### config.mk
export PLATFORM = sky130hd
export DESIGN_NAME = fwt_ctrl
export DESIGN_NICKNAME = d
export VERILOG_FILES = /design/src/rtl/fwt_pkg.sv /design/src/rtl/fwt_ctrl.sv
export SDC_FILE = /design/constraint.sdc
export NUM_CORES = 1
export LEC_CHECK = 0
export ABC_AREA = 1
export BUFFER_PORTS_ARGS = -buffer_cell sky130_fd_sc_hd__buf_2
export CAP_MARGIN = 20
export CELL_PAD_IN_SITES_DETAIL_PLACEMENT = 1
export CELL_PAD_IN_SITES_GLOBAL_PLACEMENT = 2
export CORE_MARGIN = 2
export CORE_UTILIZATION = 34
export DETAILED_ROUTE_END_ITERATION = 6
export PLACE_DENSITY = 0.89
export SKIP_CTS_REPAIR_TIMING = 1
export SLEW_MARGIN = 20
export SYNTH_ARGS = -nofsm -noshare
export SYNTH_HDL_FRONTEND = slang
export SYNTH_SLANG_ARGS = --single-unit
### constraint.sdc
create_clock -name clk_i -period 3 [get_ports clk_i]
set_input_delay 0.6 -clock clk_i [delete_from_list [all_inputs] [get_ports clk_i]]
set_output_delay 0.6 -clock clk_i [all_outputs]
set_load 0.01 [all_outputs]
### src/rtl/fwt_pkg.sv
// Fenwick frequency table: shared constants, request codes and the
// controller-to-datapath command and status types.
// No dependencies.
package fwt_pkg;

  localparam int unsigned TreeSize = 256;
  localparam int unsigned AddrW    = $clog2(TreeSize);
  localparam int unsigned SymW     = AddrW + 1;
  localparam int unsigned CountW   = 32;
  localparam int unsigned CfgW     = 9;

  localparam logic [2:0] REQ_WRITE  = 3'd0;
  localparam logic [2:0] REQ_READ   = 3'd1;
  localparam logic [2:0] REQ_BUILD  = 3'd2;
  localparam logic [2:0] REQ_COUNTS = 3'd3;
  localparam logic [2:0] REQ_CUM    = 3'd4;
  localparam logic [2:0] REQ_FREQ   = 3'd5;
  localparam logic [2:0] REQ_HALVE  = 3'd6;

  localparam logic CFG_ACTIVE_SIZE = 1'b0;
  localparam logic CFG_TOP_SPAN    = 1'b1;

  typedef enum logic [1:0] {
    WR_VALUE,
    WR_SUM,
    WR_DIFF,
    WR_HALF
  } wr_sel_e;

  typedef enum logic [2:0] {
    ACC_HOLD,
    ACC_CLR,
    ACC_LOAD,
    ACC_ADD,
    ACC_SUB
  } acc_op_e;

  typedef struct packed {
    logic [AddrW-1:0] rd_a_addr;
    logic [AddrW-1:0] rd_b_addr;
    logic             wr_en;
    logic [AddrW-1:0] wr_addr;
    wr_sel_e          wr_sel;
    acc_op_e          acc_op;
    logic             wval_load;
    logic             out_load;
    logic             out_bad;
  } fwt_cmd_t;

  typedef struct packed {
    logic out_free;
  } fwt_sts_t;

endpackage

### src/rtl/fwt_ctrl.sv
// Fenwick frequency table controller: request decode, configuration
// registers and the index loops for queries and conversions. Depends on fwt_pkg.
module fwt_ctrl (
  input  logic                       clk_i,
  input  logic                       rst_ni,
  input  logic                       in_valid_i,
  output logic                       in_stall_o,
  input  logic [2:0]                 req_type_i,
  input  logic [fwt_pkg::SymW-1:0]   symbol_i,
  input  logic                       cfg_valid_i,
  output logic                       cfg_ready_o,
  input  logic                       cfg_index_i,
  input  logic [fwt_pkg::CfgW-1:0]   cfg_data_i,
  input  fwt_pkg::fwt_sts_t          sts_i,
  output fwt_pkg::fwt_cmd_t          cmd_o
);
  import fwt_pkg::*;

  typedef enum logic [4:0] {
    ST_IDLE,
    ST_DECODE,
    ST_READ_WB,
    ST_B_OUT,
    ST_B_IN,
    ST_B_WB,
    ST_T_OUT,
    ST_T_IN,
    ST_T_WB,
    ST_H_IN,
    ST_H_WB,
    ST_C_CHK,
    ST_C_WB,
    ST_F_LOAD,
    ST_F_CHK,
    ST_F_WB,
    ST_FIN
  } state_e;

  state_e            state_q, state_d;
  logic [2:0]        req_q, req_d;
  logic [SymW-1:0]   sym_q, sym_d;
  logic              bad_q, bad_d;
  logic              halve_q, halve_d;
  logic [SymW:0]     p_q, p_d;
  logic [SymW-1:0]   h_q, h_d;
  logic [SymW:0]     s_q, s_d;
  logic [SymW-1:0]   k_q, k_d;
  logic [SymW-1:0]   stop_q, stop_d;
  logic [CfgW-1:0]   active_size_q, active_size_d;
  logic [CfgW-1:0]   top_span_q, top_span_d;

  logic [SymW-1:0]   n;
  logic [SymW-1:0]   k_m1;
  logic [SymW:0]     s_m_h;
  logic              in_xfer;

  assign n = (active_size_q > CfgW'(TreeSize)) ? SymW'(TreeSize) : SymW'(active_size_q);
  assign k_m1  = k_q - 1'b1;
  assign s_m_h = s_q - {1'b0, h_q};
  assign in_stall_o  = (state_q != ST_IDLE);
  assign cfg_ready_o = 1'b1;
  assign in_xfer     = in_valid_i & ~in_stall_o;

  always_comb begin
    active_size_d = active_size_q;
    top_span_d    = top_span_q;
    if (cfg_valid_i && cfg_ready_o) begin
      case (cfg_index_i)
        CFG_ACTIVE_SIZE: active_size_d = cfg_data_i;
        CFG_TOP_SPAN:    top_span_d    = cfg_data_i;
        default:         active_size_d = active_size_q;
      endcase
    end
  end

  always_comb begin
    state_d = state_q;
    req_d   = req_q;
    sym_d   = sym_q;
    bad_d   = bad_q;
    halve_d = halve_q;
    p_d     = p_q;
    h_d     = h_q;
    s_d     = s_q;
    k_d     = k_q;
    stop_d  = stop_q;
    cmd_o   = '{rd_a_addr: '0, rd_b_addr: '0, wr_en: 1'b0, wr_addr: '0,
                wr_sel: WR_VALUE, acc_op: ACC_HOLD, wval_load: 1'b0,
                out_load: 1'b0, out_bad: 1'b0};

    case (state_q)
      ST_IDLE: begin
        if (in_xfer) begin
          req_d           = req_type_i;
          sym_d           = symbol_i;
          bad_d           = 1'b0;
          halve_d         = 1'b0;
          cmd_o.acc_op    = ACC_CLR;
          cmd_o.wval_load = 1'b1;
          state_d         = ST_DECODE;
        end
      end
      ST_DECODE: begin
        case (req_q)
          REQ_WRITE: begin
            bad_d = (sym_q >= SymW'(TreeSize));
            if (sym_q < SymW'(TreeSize)) begin
              cmd_o.wr_en   = 1'b1;
              cmd_o.wr_addr = sym_q[AddrW-1:0];
              cmd_o.wr_sel  = WR_VALUE;
            end
            state_d = ST_FIN;
          end
          REQ_READ: begin
            if (sym_q >= SymW'(TreeSize)) begin
              bad_d   = 1'b1;
              state_d = ST_FIN;
            end else begin
              cmd_o.rd_a_addr = sym_q[AddrW-1:0];
              state_d         = ST_READ_WB;
            end
          end
          REQ_BUILD: begin
            h_d     = SymW'(1);
            p_d     = (SymW+1)'(2);
            state_d = ST_B_OUT;
          end
          REQ_COUNTS, REQ_HALVE: begin
            p_d     = {1'b0, top_span_q};
            halve_d = (req_q == REQ_HALVE);
            state_d = ST_T_OUT;
          end
          REQ_CUM: begin
            if (sym_q > n) begin
              bad_d   = 1'b1;
              state_d = ST_FIN;
            end else begin
              k_d     = sym_q;
              state_d = ST_C_CHK;
            end
          end
          REQ_FREQ: begin
            if (sym_q >= n) begin
              bad_d   = 1'b1;
              state_d = ST_FIN;
            end else begin
              k_d             = sym_q;
              stop_d          = sym_q & (sym_q + 1'b1);
              cmd_o.rd_a_addr = sym_q[AddrW-1:0];
              state_d         = ST_F_LOAD;
            end
          end
          default: state_d = ST_FIN;
        endcase
      end
      ST_READ_WB: begin
        cmd_o.acc_op = ACC_LOAD;
        state_d      = ST_FIN;
      end
      ST_B_OUT: begin
        if (p_q <= {1'b0, n}) begin
          s_d     = p_q - 1'b1;
          state_d = ST_B_IN;
        end else begin
          state_d = ST_FIN;
        end
      end
      ST_B_IN: begin
        if (s_q < {1'b0, n}) begin
          cmd_o.rd_a_addr = s_q[AddrW-1:0];
          cmd_o.rd_b_addr = s_m_h[AddrW-1:0];
          state_d         = ST_B_WB;
        end else begin
          h_d     = p_q[SymW-1:0];
          p_d     = p_q << 1;
          state_d = ST_B_OUT;
        end
      end
      ST_B_WB: begin
        cmd_o.wr_en   = 1'b1;
        cmd_o.wr_addr = s_q[AddrW-1:0];
        cmd_o.wr_sel  = WR_SUM;
        s_d           = s_q + p_q;
        state_d       = ST_B_IN;
      end
      ST_T_OUT: begin
        if (p_q > (SymW+1)'(1)) begin
          h_d     = p_q[SymW:1];
          s_d     = p_q - 1'b1;
          state_d = ST_T_IN;
        end else if (halve_q) begin
          s_d     = '0;
          state_d = ST_H_IN;
        end else begin
          state_d = ST_FIN;
        end
      end
      ST_T_IN: begin
        if (s_q < {1'b0, n}) begin
          cmd_o.rd_a_addr = s_q[AddrW-1:0];
          cmd_o.rd_b_addr = s_m_h[AddrW-1:0];
          state_d         = ST_T_WB;
        end else begin
          p_d     = {1'b0, h_q};
          state_d = ST_T_OUT;
        end
      end
      ST_T_WB: begin
        cmd_o.wr_en   = 1'b1;
        cmd_o.wr_addr = s_q[AddrW-1:0];
        cmd_o.wr_sel  = WR_DIFF;
        s_d           = s_q + p_q;
        state_d       = ST_T_IN;
      end
      ST_H_IN: begin
        if (s_q < {1'b0, n}) begin
          cmd_o.rd_a_addr = s_q[AddrW-1:0];
          state_d         = ST_H_WB;
        end else begin
          h_d     = SymW'(1);
          p_d     = (SymW+1)'(2);
          state_d = ST_B_OUT;
        end
      end
      ST_H_WB: begin
        cmd_o.wr_en   = 1'b1;
        cmd_o.wr_addr = s_q[AddrW-1:0];
        cmd_o.wr_sel  = WR_HALF;
        s_d           = s_q + 1'b1;
        state_d       = ST_H_IN;
      end
      ST_C_CHK: begin
        if (k_q != '0) begin
          cmd_o.rd_a_addr = k_m1[AddrW-1:0];
          state_d         = ST_C_WB;
        end else begin
          state_d = ST_FIN;
        end
      end
      ST_C_WB: begin
        cmd_o.acc_op = ACC_ADD;
        k_d          = k_q & k_m1;
        state_d      = ST_C_CHK;
      end
      ST_F_LOAD: begin
        cmd_o.acc_op = ACC_LOAD;
        state_d      = ST_F_CHK;
      end
      ST_F_CHK: begin
        if (k_q != stop_q) begin
          cmd_o.rd_a_addr = k_m1[AddrW-1:0];
          state_d         = ST_F_WB;
        end else begin
          state_d = ST_FIN;
        end
      end
      ST_F_WB: begin
        cmd_o.acc_op = ACC_SUB;
        k_d          = k_q & k_m1;
        state_d      = ST_F_CHK;
      end
      ST_FIN: begin
        if (sts_i.out_free) begin
          cmd_o.out_load = 1'b1;
          cmd_o.out_bad  = bad_q;
          state_d        = ST_IDLE;
        end
      end
      default: state_d = ST_IDLE;
    endcase
  end

  always_ff @(posedge clk_i or negedge rst_ni) begin
    if (!rst_ni) begin
      state_q       <= ST_IDLE;
      req_q         <= '0;
      sym_q         <= '0;
      bad_q         <= 1'b0;
      halve_q       <= 1'b0;
      p_q           <= '0;
      h_q           <= '0;
      s_q           <= '0;
      k_q           <= '0;
      stop_q        <= '0;
      active_size_q <= CfgW'(TreeSize);
      top_span_q    <= CfgW'(TreeSize);
    end else begin
      state_q       <= state_d;
      req_q         <= req_d;
      sym_q         <= sym_d;
      bad_q         <= bad_d;
      halve_q       <= halve_d;
      p_q           <= p_d;
      h_q           <= h_d;
      s_q           <= s_d;
      k_q           <= k_d;
      stop_q        <= stop_d;
      active_size_q <= active_size_d;
      top_span_q    <= top_span_d;
    end
  end

  a_accept_decodes: assert property (@(posedge clk_i) disable iff (!rst_ni)
    in_xfer |=> state_q == ST_DECODE)
    else $error("accepted request not decoded");

  a_load_when_free: assert property (@(posedge clk_i) disable iff (!rst_ni)
    cmd_o.out_load |-> sts_i.out_free)
    else $error("result loaded into a busy output register");

  a_loop_write_in_range: assert property (@(posedge clk_i) disable iff (!rst_ni)
    cmd_o.wr_en && state_q != ST_DECODE |-> {1'b0, cmd_o.wr_addr} < n)
    else $error("tree loop wrote beyond active size");

endmodule

==> summary.txt <==
Clock root cell: clkbuf_16
Critical Path Start Type: flop
Synth top cells by count: nand2_1, inv_1, nor2_1
Highest clock rate: 288 MHz
Row count: 51
Slew HR: 0.546
Worst Path Required: 2.40 ns
Critical-path cell list: nor4_1 -> nand3_1 -> nand2_4 -> nand2_4 -> buf_6 -> ha_4 -> nand2_2 -> nor2_4 -> nand3_2 -> nand3_2 -> nor2_2 -> buf_6 -> nand3_2 -> o31ai_2 -> nand2_1 -> nand2_2 -> buf_6
Worst-skew pair later-pin latency: 0.36 ns
Status: finished, violations left
Power per cell area: 1010 nW/µm²
Total number of vias: 7,175
Die area: 21,300 µm²
Share of layout cells above drive strength 1: 0.226
Mapped Area: 6840 µm²
Total CTS buffers: 9
Hold Path Class: in -> async
Setup Viol. Count Final: 16
# Max-Cap Violations: 0
Total gr overflow: 0
Num ports: 62
Synthesized flop and latch total: 83
R2R setup slack: 0.06 ns
Post-synth EDFFs: 0
Final period utilization: 1.16
Largest cells by area after synthesis: dfrtp_1, nand2_1, ha_1, inv_1, nor2_1
Initial DRT Pass Iterations: 6
Final Max Tran Viols: 0
Synth cell types: 44
Crit path max fanout: 7
Failing checks: setup timing
Initial DRC count: 399
Initial antenna violation count: 0
Final critical-path required period: 3.48 ns
First-pass GRT wire length: 38.7 mm
Clock Pin Slew Worst Setup and Hold Paths: 0.07 ns
Final ANT Viol Nets: 0
Drt via density: 5.14
Slew at the pin closest to its max-slew limit: 0.681 ns
# H-tree levels: 3
Vias in the first global route: 7,136
Setup TNS: -6.36 ns
Initial core utilization: 0.349
Ant. Diodes: 0
Routed len/inst: 18.6 µm
P_leak: 0.00439 µW
Primary FF master, synth: dfrtp_1
Post-synth ARST share: 1.00
Clock sink count: 83
Synth-to-Final Area Change: 25.8%
Die height: 146 µm
PnR worst setup slack: -0.477 ns
Sequential fraction of the synthesis area: 0.304
Kind of critical path: reg -> out
CTS tree: yes
Yosys warns: 0
# DRC: 0
Yosys top cell area share: 0.296
Dominant cell type by area after synthesis: dfrtp_1
Hold Vio Cnt, Final: 0
Place WS: -0.190 ns
Sum of routed wire length over all layers: 26.0 mm
Post-synth net total: 1,094
Layout Skew: 0.0118 ns
Tot GR Track Use: 0.232
Cell count after synthesis: 1,013
Die Wd: 146 µm
Hpwl dp: 19.6 mm
Slowest cell on crit path: dfrtp_1
Post-layout nets: 1,206
Maximum vdd drop: 0.395 mV
Maximum clock path buffer count: 2
PortBufs: 60
CP peak stage delay: 0.38 ns
Crit path DAT: 2.88 ns
CP Capture Type: primary output
Post-synthesis average cell area: 6.75 µm²
Most common cell in the netlist: nand2_1
Core area: 19,600 µm²
Gpl congestion: 0.891
Pin count of the biggest net entering global routing: 48
Unrepaired setup endpoints after global routing: yes
[area by class of cell]
class                   count  area [µm²]
repair buffers            117         790
inverters                 139         522
fillers                  2578       11000
clock inverters             6        53.8
flip-flops and latches     83        2080
clock buffers              10         229
well taps                 265         332
multi-input cells         775        4600
[layout by cell type, fill, tap and decap left out, types with 16 or more instances in the layout]
master,n
nand2_1,263
inv_1,129
nor2_1,107
dfrtp_1,81
nand3_1,64
o21ai_0,59
buf_2,58
buf_4,51
ha_1,42
a21oi_1,33
o22ai_1,20
nand2_4,16
o21ai_1,16
[worst max-delay path: cells and delay by family, from the launching register on]
| kind | cells | cell delay [ns] |
|---|---|---|
| buf+inv | 3 | 0.38 |
| simple gates | 12 | 1.42 |
| compound gates | 1 | 0.06 |
| fa+ha+maj | 1 | 0.26 |
| flops | 1 | 0.38 |
[flip-flops by register name, indices dropped and copies added, names as in the netlist]
name and cells:
active_size_q 9, bad_q 1, h_q 9, halve_q 1, k_q 9, p_q 10, req_q 3, s_q 10
state_q 5, stop_q 8, sym_q 9, top_span_q 9
[report_power, final]
group          total [µW]  switching (µW)  internal (µW)
Sequential           1950             483           1470
Combinational        5670            3580           2090
Clock                1110             534            580
[per-stage QoR]
stage	util	hold WS, ns	std cells	total power (µW)	area [µm²]
finish	0.439	0.276	1395	8740	8610
global route	0.439	0.323	1395	9460	8610
CTS	0.409	0.300	1381	7900	8010
detailed placement	0.394	0.476	1365	6740	7720
global placement	0.394	0.464	1365	6630	7720
floorplan	-	0.304	1013	5020	6840
[logic make-up after synthesis]
logic type               share of synthesized area
AND/OR/NAND/NOR                              0.340
adder cells (fa/ha/maj)                      0.101
AO/OA/AOI/OAI                                0.143
buffers and inverters                       0.0901
other                                     0.000548
flip-flops                                   0.304
XOR/XNOR                                    0.0218
[layer usage]
| metal | wire [µm] | up-vias | track usage |
|---|---|---|---|
| li1 | - | 3524 | - |
| met1 | 11400 | 3431 | 0.302 |
| met2 | 12600 | 176 | 0.396 |
| met3 | 1180 | 44 | 0.0476 |
| met4 | 795 | 0 | 0.0520 |
| met5 | 0 | - | 0 |
[worst paths after layout]
kind | start | to | cells past startpoint
setup / recovery | active_size_q[4]$_DFFE_PN0P_ | cmd_o[32] | 17
hold / removal | rst_ni | state_q[3]$_DFFE_PN0P_ | 1
setup reg to reg | active_size_q[4]$_DFFE_PN0P_ | s_q[4]$_DFFE_PN0P_ | 17
hold reg to reg | h_q[8]$_DFFE_PN0P_ | h_q[8]$_DFFE_PN0P_ | 2
max in group asynchronous | rst_ni | active_size_q[8]$_DFFE_PN1P_ | 2
min in group clk_i | symbol_i[5] | sym_q[5]$_DFFE_PN0P_ | 3
(Power assumes the default switching activity.)
